<file path="config.mk">
export PLATFORM = sky130hd
export DESIGN_NAME = median_threshold_run_finder
export DESIGN_NICKNAME = d
export VERILOG_FILES = /design/src/design/mtrf_pkg.sv /design/src/design/mtrf_ram.sv /design/src/design/median_threshold_run_finder.sv
export SDC_FILE = /design/constraint.sdc
export NUM_CORES = 2
export LEC_CHECK = 0
export BUFFER_PORTS_ARGS = -buffer_cell sky130_fd_sc_hd__buf_2
export CORE_UTILIZATION = 60
export CTS_CLUSTER_SIZE = 14
export DETAILED_ROUTE_END_ITERATION = 12
export MAX_ROUTING_LAYER = met4
export PLACE_DENSITY = 0.82
export RECOVER_POWER = 100
export REMOVE_ABC_BUFFERS = 1
export SLEW_MARGIN = 20
export SYNTH_ARGS = -nofsm -noshare
export SYNTH_HDL_FRONTEND = slang
export SYNTH_SLANG_ARGS = --single-unit
export TNS_END_PERCENT = 1
</file>
<file path="constraint.sdc">
create_clock -name clk_i -period 9 [get_ports clk_i]
set_input_delay 0.9 -clock clk_i [delete_from_list [all_inputs] [get_ports clk_i]]
set_output_delay 0.9 -clock clk_i [all_outputs]
set_load 0.02 [all_outputs]
</file>
<file path="src/design/mtrf_pkg.sv">
// Package for the median threshold run finder.
// Holds the shared widths, constants and enum types; no dependencies.
`timescale 1ns / 1ps
`default_nettype none

package mtrf_pkg;

  // Field widths
  localparam int SAMPLE_W    = 16;
  localparam int IDX_W       = 7;
  localparam int CFG_W       = 8;
  localparam int CFG_IDX_W   = 2;
  localparam int BIT_IDX_W   = 4;
  localparam int MED2_W      = SAMPLE_W + 1;
  localparam int OUT_TDATA_W = 16;
  localparam int OUT_PAD_W   = OUT_TDATA_W - 2 * IDX_W;

  // Flips the sign bit so signed order becomes unsigned order
  localparam logic [SAMPLE_W-1:0] SIGN_FLIP = 16'h8000;

  // Register reset values
  localparam logic [CFG_W-1:0] MIN_WIDTH_RST = 8'd1;
  localparam logic [CFG_W-1:0] MAX_WIDTH_RST = 8'd128;

  // Configuration register indexes
  typedef enum logic [CFG_IDX_W-1:0] {
    CFG_MIN_WIDTH = 2'd0,
    CFG_MAX_WIDTH = 2'd1
  } cfg_idx_e;

  // Sequencer states
  typedef enum logic [1:0] {
    ST_LOAD  = 2'd0,
    ST_SEL   = 2'd1,
    ST_SCAN  = 2'd2,
    ST_FLUSH = 2'd3
  } state_e;

endpackage

`default_nettype wire

</file>
<file path="src/design/mtrf_ram.sv">
// Generic single-write, single-read RAM with registered read data.
// Standalone; used for the frame sample store.
`timescale 1ns / 1ps
`default_nettype none

module mtrf_ram #(
  parameter int WIDTH = 16,
  parameter int DEPTH = 128
) (
  input  wire logic                     clk_i,
  input  wire logic                     we_i,
  input  wire logic [$clog2(DEPTH)-1:0] waddr_i,
  input  wire logic [WIDTH-1:0]         wdata_i,
  input  wire logic                     re_i,
  input  wire logic [$clog2(DEPTH)-1:0] raddr_i,
  output logic      [WIDTH-1:0]         rdata_o
);

  logic [WIDTH-1:0] mem_q [DEPTH];

  // Write port
  always_ff @(posedge clk_i) begin
    if (we_i) begin
      mem_q[waddr_i] <= wdata_i;
    end
  end

  // Registered read, holds when not enabled
  always_ff @(posedge clk_i) begin
    if (re_i) begin
      rdata_o <= mem_q[raddr_i];
    end
  end

endmodule

`default_nettype wire

</file>
<file path="src/design/median_threshold_run_finder.sv">
// Median threshold run finder: top level with sequencer and run scan.
// Depends on mtrf_pkg and mtrf_ram.
// Samples are taken one per cycle while loading; after the last sample of a frame
// the median select makes one shared compare-and-count pass over the stored samples
// per result bit (a second series for an even count), then the scan reads them once
// more, waiting on output stalls, and a flush state sends the last result. Input is held off meanwhile.
// Reset clears control and sets min_width to 1, max_width to 128; the sample
// memory is not cleared.
`timescale 1ns / 1ps
`default_nettype none

module median_threshold_run_finder #(
  parameter int FRAME_DEPTH = 128
) (
  input  wire logic                               clk_i,
  input  wire logic                               rst_ni,
  // Config write port
  input  wire logic                               cfg_we_i,
  input  wire logic [mtrf_pkg::CFG_IDX_W-1:0]     cfg_idx_i,
  input  wire logic [mtrf_pkg::CFG_W-1:0]         cfg_data_i,
  // Sample stream
  input  wire logic                               s_axis_tvalid,
  output logic                                    s_axis_tready,
  input  wire logic [mtrf_pkg::SAMPLE_W-1:0]      s_axis_tdata,  // [15:0] sample
  input  wire logic                               s_axis_tlast,  // last
  // Result stream
  output logic                                    m_axis_tvalid,
  input  wire logic                               m_axis_tready,
  output logic      [mtrf_pkg::OUT_TDATA_W-1:0]   m_axis_tdata,  // [6:0] run_start, [13:7] run_end
  output logic                                    m_axis_tuser,  // found
  output logic                                    m_axis_tlast   // last_result
);

  localparam int AW = $clog2(FRAME_DEPTH);
  localparam int CW = $clog2(FRAME_DEPTH + 1);
  localparam int SW = mtrf_pkg::SAMPLE_W;

  mtrf_pkg::state_e state_q, state_d;

  logic [CW-1:0]  cnt_q, cnt_d;
  logic [CW-1:0]  addr_q, addr_d;
  logic [CW-1:0]  hits_q, hits_d;
  logic           rd_v_q, rd_v_d;
  logic [mtrf_pkg::BIT_IDX_W-1:0] bit_q, bit_d;
  logic [SW-1:0]  ans_q, ans_d;
  logic [SW-1:0]  med_a_q, med_a_d;
  logic           sel_hi_q, sel_hi_d;
  logic [mtrf_pkg::MED2_W-1:0] m2_q, m2_d;

  logic           run_open_q, run_open_d;
  logic [AW-1:0]  run_left_q, run_left_d;
  logic           pend_v_q, pend_v_d;
  logic [AW-1:0]  pend_start_q, pend_start_d;
  logic [AW-1:0]  pend_end_q, pend_end_d;

  logic           out_v_q, out_v_d;
  logic           out_found_q, out_found_d;
  logic [AW-1:0]  out_start_q, out_start_d;
  logic [AW-1:0]  out_end_q, out_end_d;
  logic           out_last_q, out_last_d;

  logic [mtrf_pkg::CFG_W-1:0] min_q, max_q;

  // Memory and datapath signals
  logic           ram_we, ram_re;
  logic [SW-1:0]  ram_rdata;
  logic           s_acc, has_room, in_range, hit, take_bit, above, qual;
  logic           close_run, push, stall, out_full;
  logic [CW-1:0]  data_idx, hits_tot, k_sel, run_w;
  logic [SW-1:0]  trial, rd_u, ans_new, sel_val;
  logic [mtrf_pkg::CFG_W-1:0] run_w8;

  mtrf_ram #(
    .WIDTH (SW),
    .DEPTH (FRAME_DEPTH)
  ) u_store (
    .clk_i   (clk_i),
    .we_i    (ram_we),
    .waddr_i (cnt_q[AW-1:0]),
    .wdata_i (s_axis_tdata),
    .re_i    (ram_re),
    .raddr_i (addr_q[AW-1:0]),
    .rdata_o (ram_rdata)
  );

  // Config registers
  always_ff @(posedge clk_i or negedge rst_ni) begin
    if (!rst_ni) begin
      min_q <= mtrf_pkg::MIN_WIDTH_RST;
      max_q <= mtrf_pkg::MAX_WIDTH_RST;
    end else if (cfg_we_i) begin
      unique case (cfg_idx_i)
        mtrf_pkg::CFG_MIN_WIDTH: min_q <= cfg_data_i;
        mtrf_pkg::CFG_MAX_WIDTH: max_q <= cfg_data_i;
        default: ;
      endcase
    end
  end

  // Shared datapath terms
  assign s_acc    = s_axis_tvalid && s_axis_tready;
  assign has_room = cnt_q < CW'(FRAME_DEPTH);
  assign in_range = addr_q < cnt_q;
  assign data_idx = addr_q - CW'(1);

  // Bitwise select: count samples below the trial value
  assign trial    = ans_q | (SW'(1) << bit_q);
  assign rd_u     = ram_rdata ^ mtrf_pkg::SIGN_FLIP;
  assign hit      = rd_u < trial;
  assign hits_tot = hits_q + CW'(hit);
  assign k_sel    = sel_hi_q ? (cnt_q >> 1) : ((cnt_q - CW'(1)) >> 1);
  assign take_bit = hits_tot <= k_sel;
  assign ans_new  = take_bit ? trial : ans_q;
  assign sel_val  = ans_new ^ mtrf_pkg::SIGN_FLIP;

  // Scan: compare doubled sample to doubled median
  assign above     = $signed({ram_rdata, 1'b0}) > $signed(m2_q);
  assign run_w     = data_idx - CW'(run_left_q);
  assign run_w8    = mtrf_pkg::CFG_W'(run_w);
  assign qual      = (run_w8 >= min_q) && (run_w8 <= max_q);
  assign out_full  = out_v_q && !m_axis_tready;
  assign close_run = (state_q == mtrf_pkg::ST_SCAN) && rd_v_q && run_open_q && !above;
  assign push      = close_run && qual;
  assign stall     = push && pend_v_q && out_full;

  // Sequencer
  always_comb begin
    state_d      = state_q;
    cnt_d        = cnt_q;
    addr_d       = addr_q;
    hits_d       = hits_q;
    rd_v_d       = rd_v_q;
    bit_d        = bit_q;
    ans_d        = ans_q;
    med_a_d      = med_a_q;
    sel_hi_d     = sel_hi_q;
    m2_d         = m2_q;
    run_open_d   = run_open_q;
    run_left_d   = run_left_q;
    pend_v_d     = pend_v_q;
    pend_start_d = pend_start_q;
    pend_end_d   = pend_end_q;
    out_v_d      = out_v_q && !m_axis_tready;
    out_found_d  = out_found_q;
    out_start_d  = out_start_q;
    out_end_d    = out_end_q;
    out_last_d   = out_last_q;
    ram_we       = 1'b0;
    ram_re       = 1'b0;
    s_axis_tready = 1'b0;

    unique case (state_q)
      mtrf_pkg::ST_LOAD: begin
        s_axis_tready = 1'b1;
        if (s_acc) begin
          ram_we = has_room;
          if (has_room) begin
            cnt_d = cnt_q + CW'(1);
          end
          if (s_axis_tlast) begin
            addr_d   = '0;
            rd_v_d   = 1'b0;
            hits_d   = '0;
            bit_d    = '1;
            ans_d    = '0;
            sel_hi_d = 1'b0;
            state_d  = mtrf_pkg::ST_SEL;
          end
        end
      end

      mtrf_pkg::ST_SEL: begin
        ram_re = in_range;
        rd_v_d = in_range;
        if (in_range) begin
          addr_d = addr_q + CW'(1);
        end
        if (rd_v_q) begin
          hits_d = hits_tot;
        end
        // End of a pass: settle one bit of the selected value
        if (rd_v_q && !in_range) begin
          hits_d = '0;
          addr_d = '0;
          ans_d  = ans_new;
          bit_d  = bit_q - mtrf_pkg::BIT_IDX_W'(1);
          if (bit_q == '0) begin
            ans_d = '0;
            bit_d = '1;
            if (!sel_hi_q && !cnt_q[0]) begin
              // even count: second middle value still needed
              med_a_d  = sel_val;
              sel_hi_d = 1'b1;
            end else begin
              if (sel_hi_q) begin
                m2_d = {med_a_q[SW-1], med_a_q} + {sel_val[SW-1], sel_val};
              end else begin
                m2_d = {sel_val[SW-1], sel_val} + {sel_val[SW-1], sel_val};
              end
              run_open_d = 1'b0;
              state_d    = mtrf_pkg::ST_SCAN;
            end
          end
        end
      end

      mtrf_pkg::ST_SCAN: begin
        ram_re = in_range && !stall;
        rd_v_d = (in_range && !stall) || stall;
        if (in_range && !stall) begin
          addr_d = addr_q + CW'(1);
        end
        if (rd_v_q && !stall) begin
          if (!run_open_q && above) begin
            run_open_d = 1'b1;
            run_left_d = data_idx[AW-1:0];
          end else if (close_run) begin
            run_open_d = 1'b0;
            if (push) begin
              // older pending run goes out, newest waits for its last flag
              if (pend_v_q) begin
                out_v_d     = 1'b1;
                out_found_d = 1'b1;
                out_start_d = pend_start_q;
                out_end_d   = pend_end_q;
                out_last_d  = 1'b0;
              end
              pend_v_d     = 1'b1;
              pend_start_d = run_left_q;
              pend_end_d   = data_idx[AW-1:0];
            end
          end
          if (!in_range) begin
            state_d = mtrf_pkg::ST_FLUSH;
          end
        end
      end

      mtrf_pkg::ST_FLUSH: begin
        if (!out_full) begin
          out_v_d     = 1'b1;
          out_found_d = pend_v_q;
          out_start_d = pend_v_q ? pend_start_q : '0;
          out_end_d   = pend_v_q ? pend_end_q : '0;
          out_last_d  = 1'b1;
          pend_v_d    = 1'b0;
          cnt_d       = '0;
          run_open_d  = 1'b0;
          run_left_d  = '0;
          state_d     = mtrf_pkg::ST_LOAD;
        end
      end

      default: state_d = mtrf_pkg::ST_LOAD;
    endcase
  end

  // Control registers
  always_ff @(posedge clk_i or negedge rst_ni) begin
    if (!rst_ni) begin
      state_q    <= mtrf_pkg::ST_LOAD;
      cnt_q      <= '0;
      addr_q     <= '0;
      hits_q     <= '0;
      rd_v_q     <= 1'b0;
      bit_q      <= '0;
      sel_hi_q   <= 1'b0;
      run_open_q <= 1'b0;
      run_left_q <= '0;
      pend_v_q   <= 1'b0;
      out_v_q    <= 1'b0;
    end else begin
      state_q    <= state_d;
      cnt_q      <= cnt_d;
      addr_q     <= addr_d;
      hits_q     <= hits_d;
      rd_v_q     <= rd_v_d;
      bit_q      <= bit_d;
      sel_hi_q   <= sel_hi_d;
      run_open_q <= run_open_d;
      run_left_q <= run_left_d;
      pend_v_q   <= pend_v_d;
      out_v_q    <= out_v_d;
    end
  end

  // Payload registers
  always_ff @(posedge clk_i) begin
    ans_q        <= ans_d;
    med_a_q      <= med_a_d;
    m2_q         <= m2_d;
    pend_start_q <= pend_start_d;
    pend_end_q   <= pend_end_d;
    out_found_q  <= out_found_d;
    out_start_q  <= out_start_d;
    out_end_q    <= out_end_d;
    out_last_q   <= out_last_d;
  end

  // Result stream
  assign m_axis_tvalid = out_v_q;
  assign m_axis_tdata  = {{mtrf_pkg::OUT_PAD_W{1'b0}},
                          mtrf_pkg::IDX_W'(out_end_q),
                          mtrf_pkg::IDX_W'(out_start_q)};
  assign m_axis_tuser  = out_found_q;
  assign m_axis_tlast  = out_last_q;

endmodule

`default_nettype wire
</file>
==> results by group <==
Placement
  • Detailed placement HPWL: 122000 microns
  • GPL Wtd Cong: 0.857
  • IO buf count: 49
  • Post-place instance area: 90600 sq um

Synthesis
  • Yosys synthesis warning count: 0
  • Synth Instances: 3957
  • Synth unique cells: 70
  • Sequential fraction of the synthesis area: 75.3%
  • Synthesized cell area: 87400 sq um
  • Synth cell count leaders: edfxtp_1 (2143), mux4_2 (672), nor2_1 (188)
  • Post-synth top area cell: edfxtp_1
  • Most common cell in the netlist: edfxtp_1
  • Mean Syn Cell Area: 22.1 sq um
  • Area share of the largest cell type after synthesis: 73.7%
  • Number of flops mapped to enable cells by yosys: 2143
  • Seq cells post-synth: 2201
  • Ys flop type: edfxtp_1
  • Top cells by area, synth: edfxtp_1 (74%), mux4_2 (17%), dfrtp_1 (1.6%)
  • Async S/R FF share, synth: 2.64%

Setup path
  • Reg2Reg Depth: 7
  • Worst EP required: 9.55 ns
  • Worst-path fanout max: 145
  • FF-to-FF End: u_store.rdata_o[7]
  • Critical path data arrival time: 9.36 ns
  • CP endpoint kind: flip-flop
  • Crit start category: flip-flop
  • Critical path type: reg -> reg
  • FF-to-FF setup slack: 0.20 ns
  • CP startpoint: addr_q[1]
  • Worst r2r src: addr_q[1]

Floorplanning
  • Initial Util: 60.7%
  • FP Rows: 139
  • Die ar.: 147000 sq um
  • Core Region: 144000 sq um
  • Top-Level Pins: 52
  • Die W: 384 microns
  • DIE HEIGHT: 384 microns

Power and ir drop
  • Peak supply drop: 0.232 mV
  • Leak: 30.3 nW
  • Pwr/cell area: 207 nW/um^2
  • Overall Power: 19.9 mW

Timing
  • Final hold slack: 0.295 ns
  • Final Skew: 0.0350 ns
  • Fin crit period: 8.80 ns
  • Final Setup Violations: 0
  • Slew headroom: -253%
  • Least-Margin Pin Slew: 5.29 ns
  • RSZ-0062 raised after global routing: false
  • Fin crit share: 97.8%
  • Final hold vios: 0
  • Final slew viol count: 2546
  • F_max: 114 MHz

Detailed routing
  • Drt pass-1 iters: 10
  • Initial drt markers: 8106
  • Vias/cell: 7.39
  • WL/cell: 38.8 microns
  • Drt drc: 8
  • DRT antenna net count: 0
  • Total Wirelength: 244000 microns
  • Routed vias: 46400

Cells and area
  • Area of the multi-input gates: 20400 sq um
  • Area delta synth->final: 10.1%
  • Nets: 4326
  • Fillers: 8269
  • Cell area after layout: 96200 sq um
  • Layout Utilization: 66.8%
  • Share of post-route cells with drive strength above 1: 23.1%
  • Register area: 65800 sq um

CTS
  • Clock transition at path regs: 0.07 ns
  • CTS Buf Count: 204
  • Hold_buf cts: 0
  • Root buf cell: clkbuf_16
  • CTS sink count: 2201
  • Post-CTS setup buffers: 0
  • H-tree Lvls: 4
  • Clk Latency, worst-skew pair: 0.85 ns
  • Post-CTS resize count: 0
  • Clock buffer depth: 3
  • TritonCTS clock tree: yes

GRT
  • Gr usage total: 34.4%
  • Total gr overflow: 0
  • Initial antenna violation count: 15
  • First-pass GRT wire length: 343000 microns
  • Largest net degree at the start of global routing: 146
  • Number of global-route vias before repair: 45600

Run
  • Max-Cap Viols: 58

Worst hold path
  • HP Start: cfg_data_i[4]
  • Hold EP: min_q[4]
  • Worst Hold Depth: 3
  • HP Class: in -> reg

Status
  • Failing checks: DRC, capacitance limit, slew limit
  • Status: finished, violations left
## critical path: stages (launching register included)
cell and delay [ns]:
dfrtp_1 2.01, clkbuf_1 2.81, buf_12 0.65, buf_12 0.66, mux4_2 0.45, mux4_2 0.62
mux4_2 0.55, mux2_1 0.40
## layout make-up
cell class,count,share of cell area (%)
sequential,2201,68.4
multi-input combinational,1473,21.2
clock buffer,252,5.56
tap,1903,2.47
timing repair buffer,233,1.08
clock inverter,118,0.944
inverter,83,0.324
antenna,13,0.0338
## worst max path at each step
stage | slack (ns) | to | cells after the start
global route | 0.23 | u_store.rdata_o[2] | 7
CTS | 0.89 | m2_q[14] | 33
detailed placement | 1.02 | m2_q[14] | 33
global placement | 1.22 | m2_q[14] | 33
finish | 0.20 | u_store.rdata_o[7] | 7
floorplan | -16.43 | m_axis_tlast | 21
## stage by stage
step / std cells / TNS (ns) / setup slack [ns]
2_1_floorplan: 3757 / -2103.09 / -16.43
3_3_place_gp: 5891 / 0 / 1.22
3_5_place_dp: 5891 / 0 / 1.02
4_1_cts: 6261 / 0 / 0.885
5_1_grt: 6276 / 0 / 0.228
6_report: 6276 / 0 / 0.198
## metal layers
| metal | track usage [%] | wire, microns | vias up | share of wire (%) |
|---|---|---|---|---|
| met2 | 52.1 | 117000 | 4720 | 48 |
| met1 | 44.6 | 80600 | 23800 | 33 |
| met3 | 8.75 | 33000 | 790 | 14 |
| met4 | 15.3 | 12800 | 0 | 5.3 |
| met5 | - | 0 | - | 0 |
| li1 | - | - | 17100 | - |
## cell families after synthesis
kind of cell    share of synthesized area [%]
xor+xnor                                0.361
flops                                    75.3
buf+inv                                  1.36
simple gates                             2.02
compound gates                           1.80
other cells                           0.00429
fa+ha+maj                                1.42
mux                                      17.7
## layout by cell type (no fill, tap or decap), types with 11 or more instances in the layout
master / n
o31ai_1: 15
mux4_2: 672
clkinv_1: 52
buf_2: 13
clkinv_2: 36
nand3_1: 34
and2_1: 11
dfrtp_1: 52
a21oi_1: 52
ha_1: 97
edfxtp_1: 2143
mux2_2: 13
inv_1: 82
a31oi_1: 22
diode_2: 13
mux2_1: 14
o21ai_0: 61
buf_4: 17
xnor2_1: 25
a21o_1: 26
clkbuf_1: 243
nor3_1: 11
nand2_1: 72
xor2_1: 11
nor2_1: 188
clkbuf_16: 207
nor2b_1: 14
## sequential cells by signal, indices dropped and copies added (netlist names), 8 cells and up
name,flops
u_store.mem_q,2048
m2_q,17
ans_q,16
med_a_q,16
u_store.rdata_o,16
addr_q,8
cnt_q,8
hits_q,8
max_q,8
min_q,8
## report_power, final
part	internal [mW]	total [mW]	switching, mW
registers	11.3	11.3	0.00589
logic	0.0273	0.230	0.203
clock network	4.51	8.43	3.92
(Power assumes the default switching activity.)
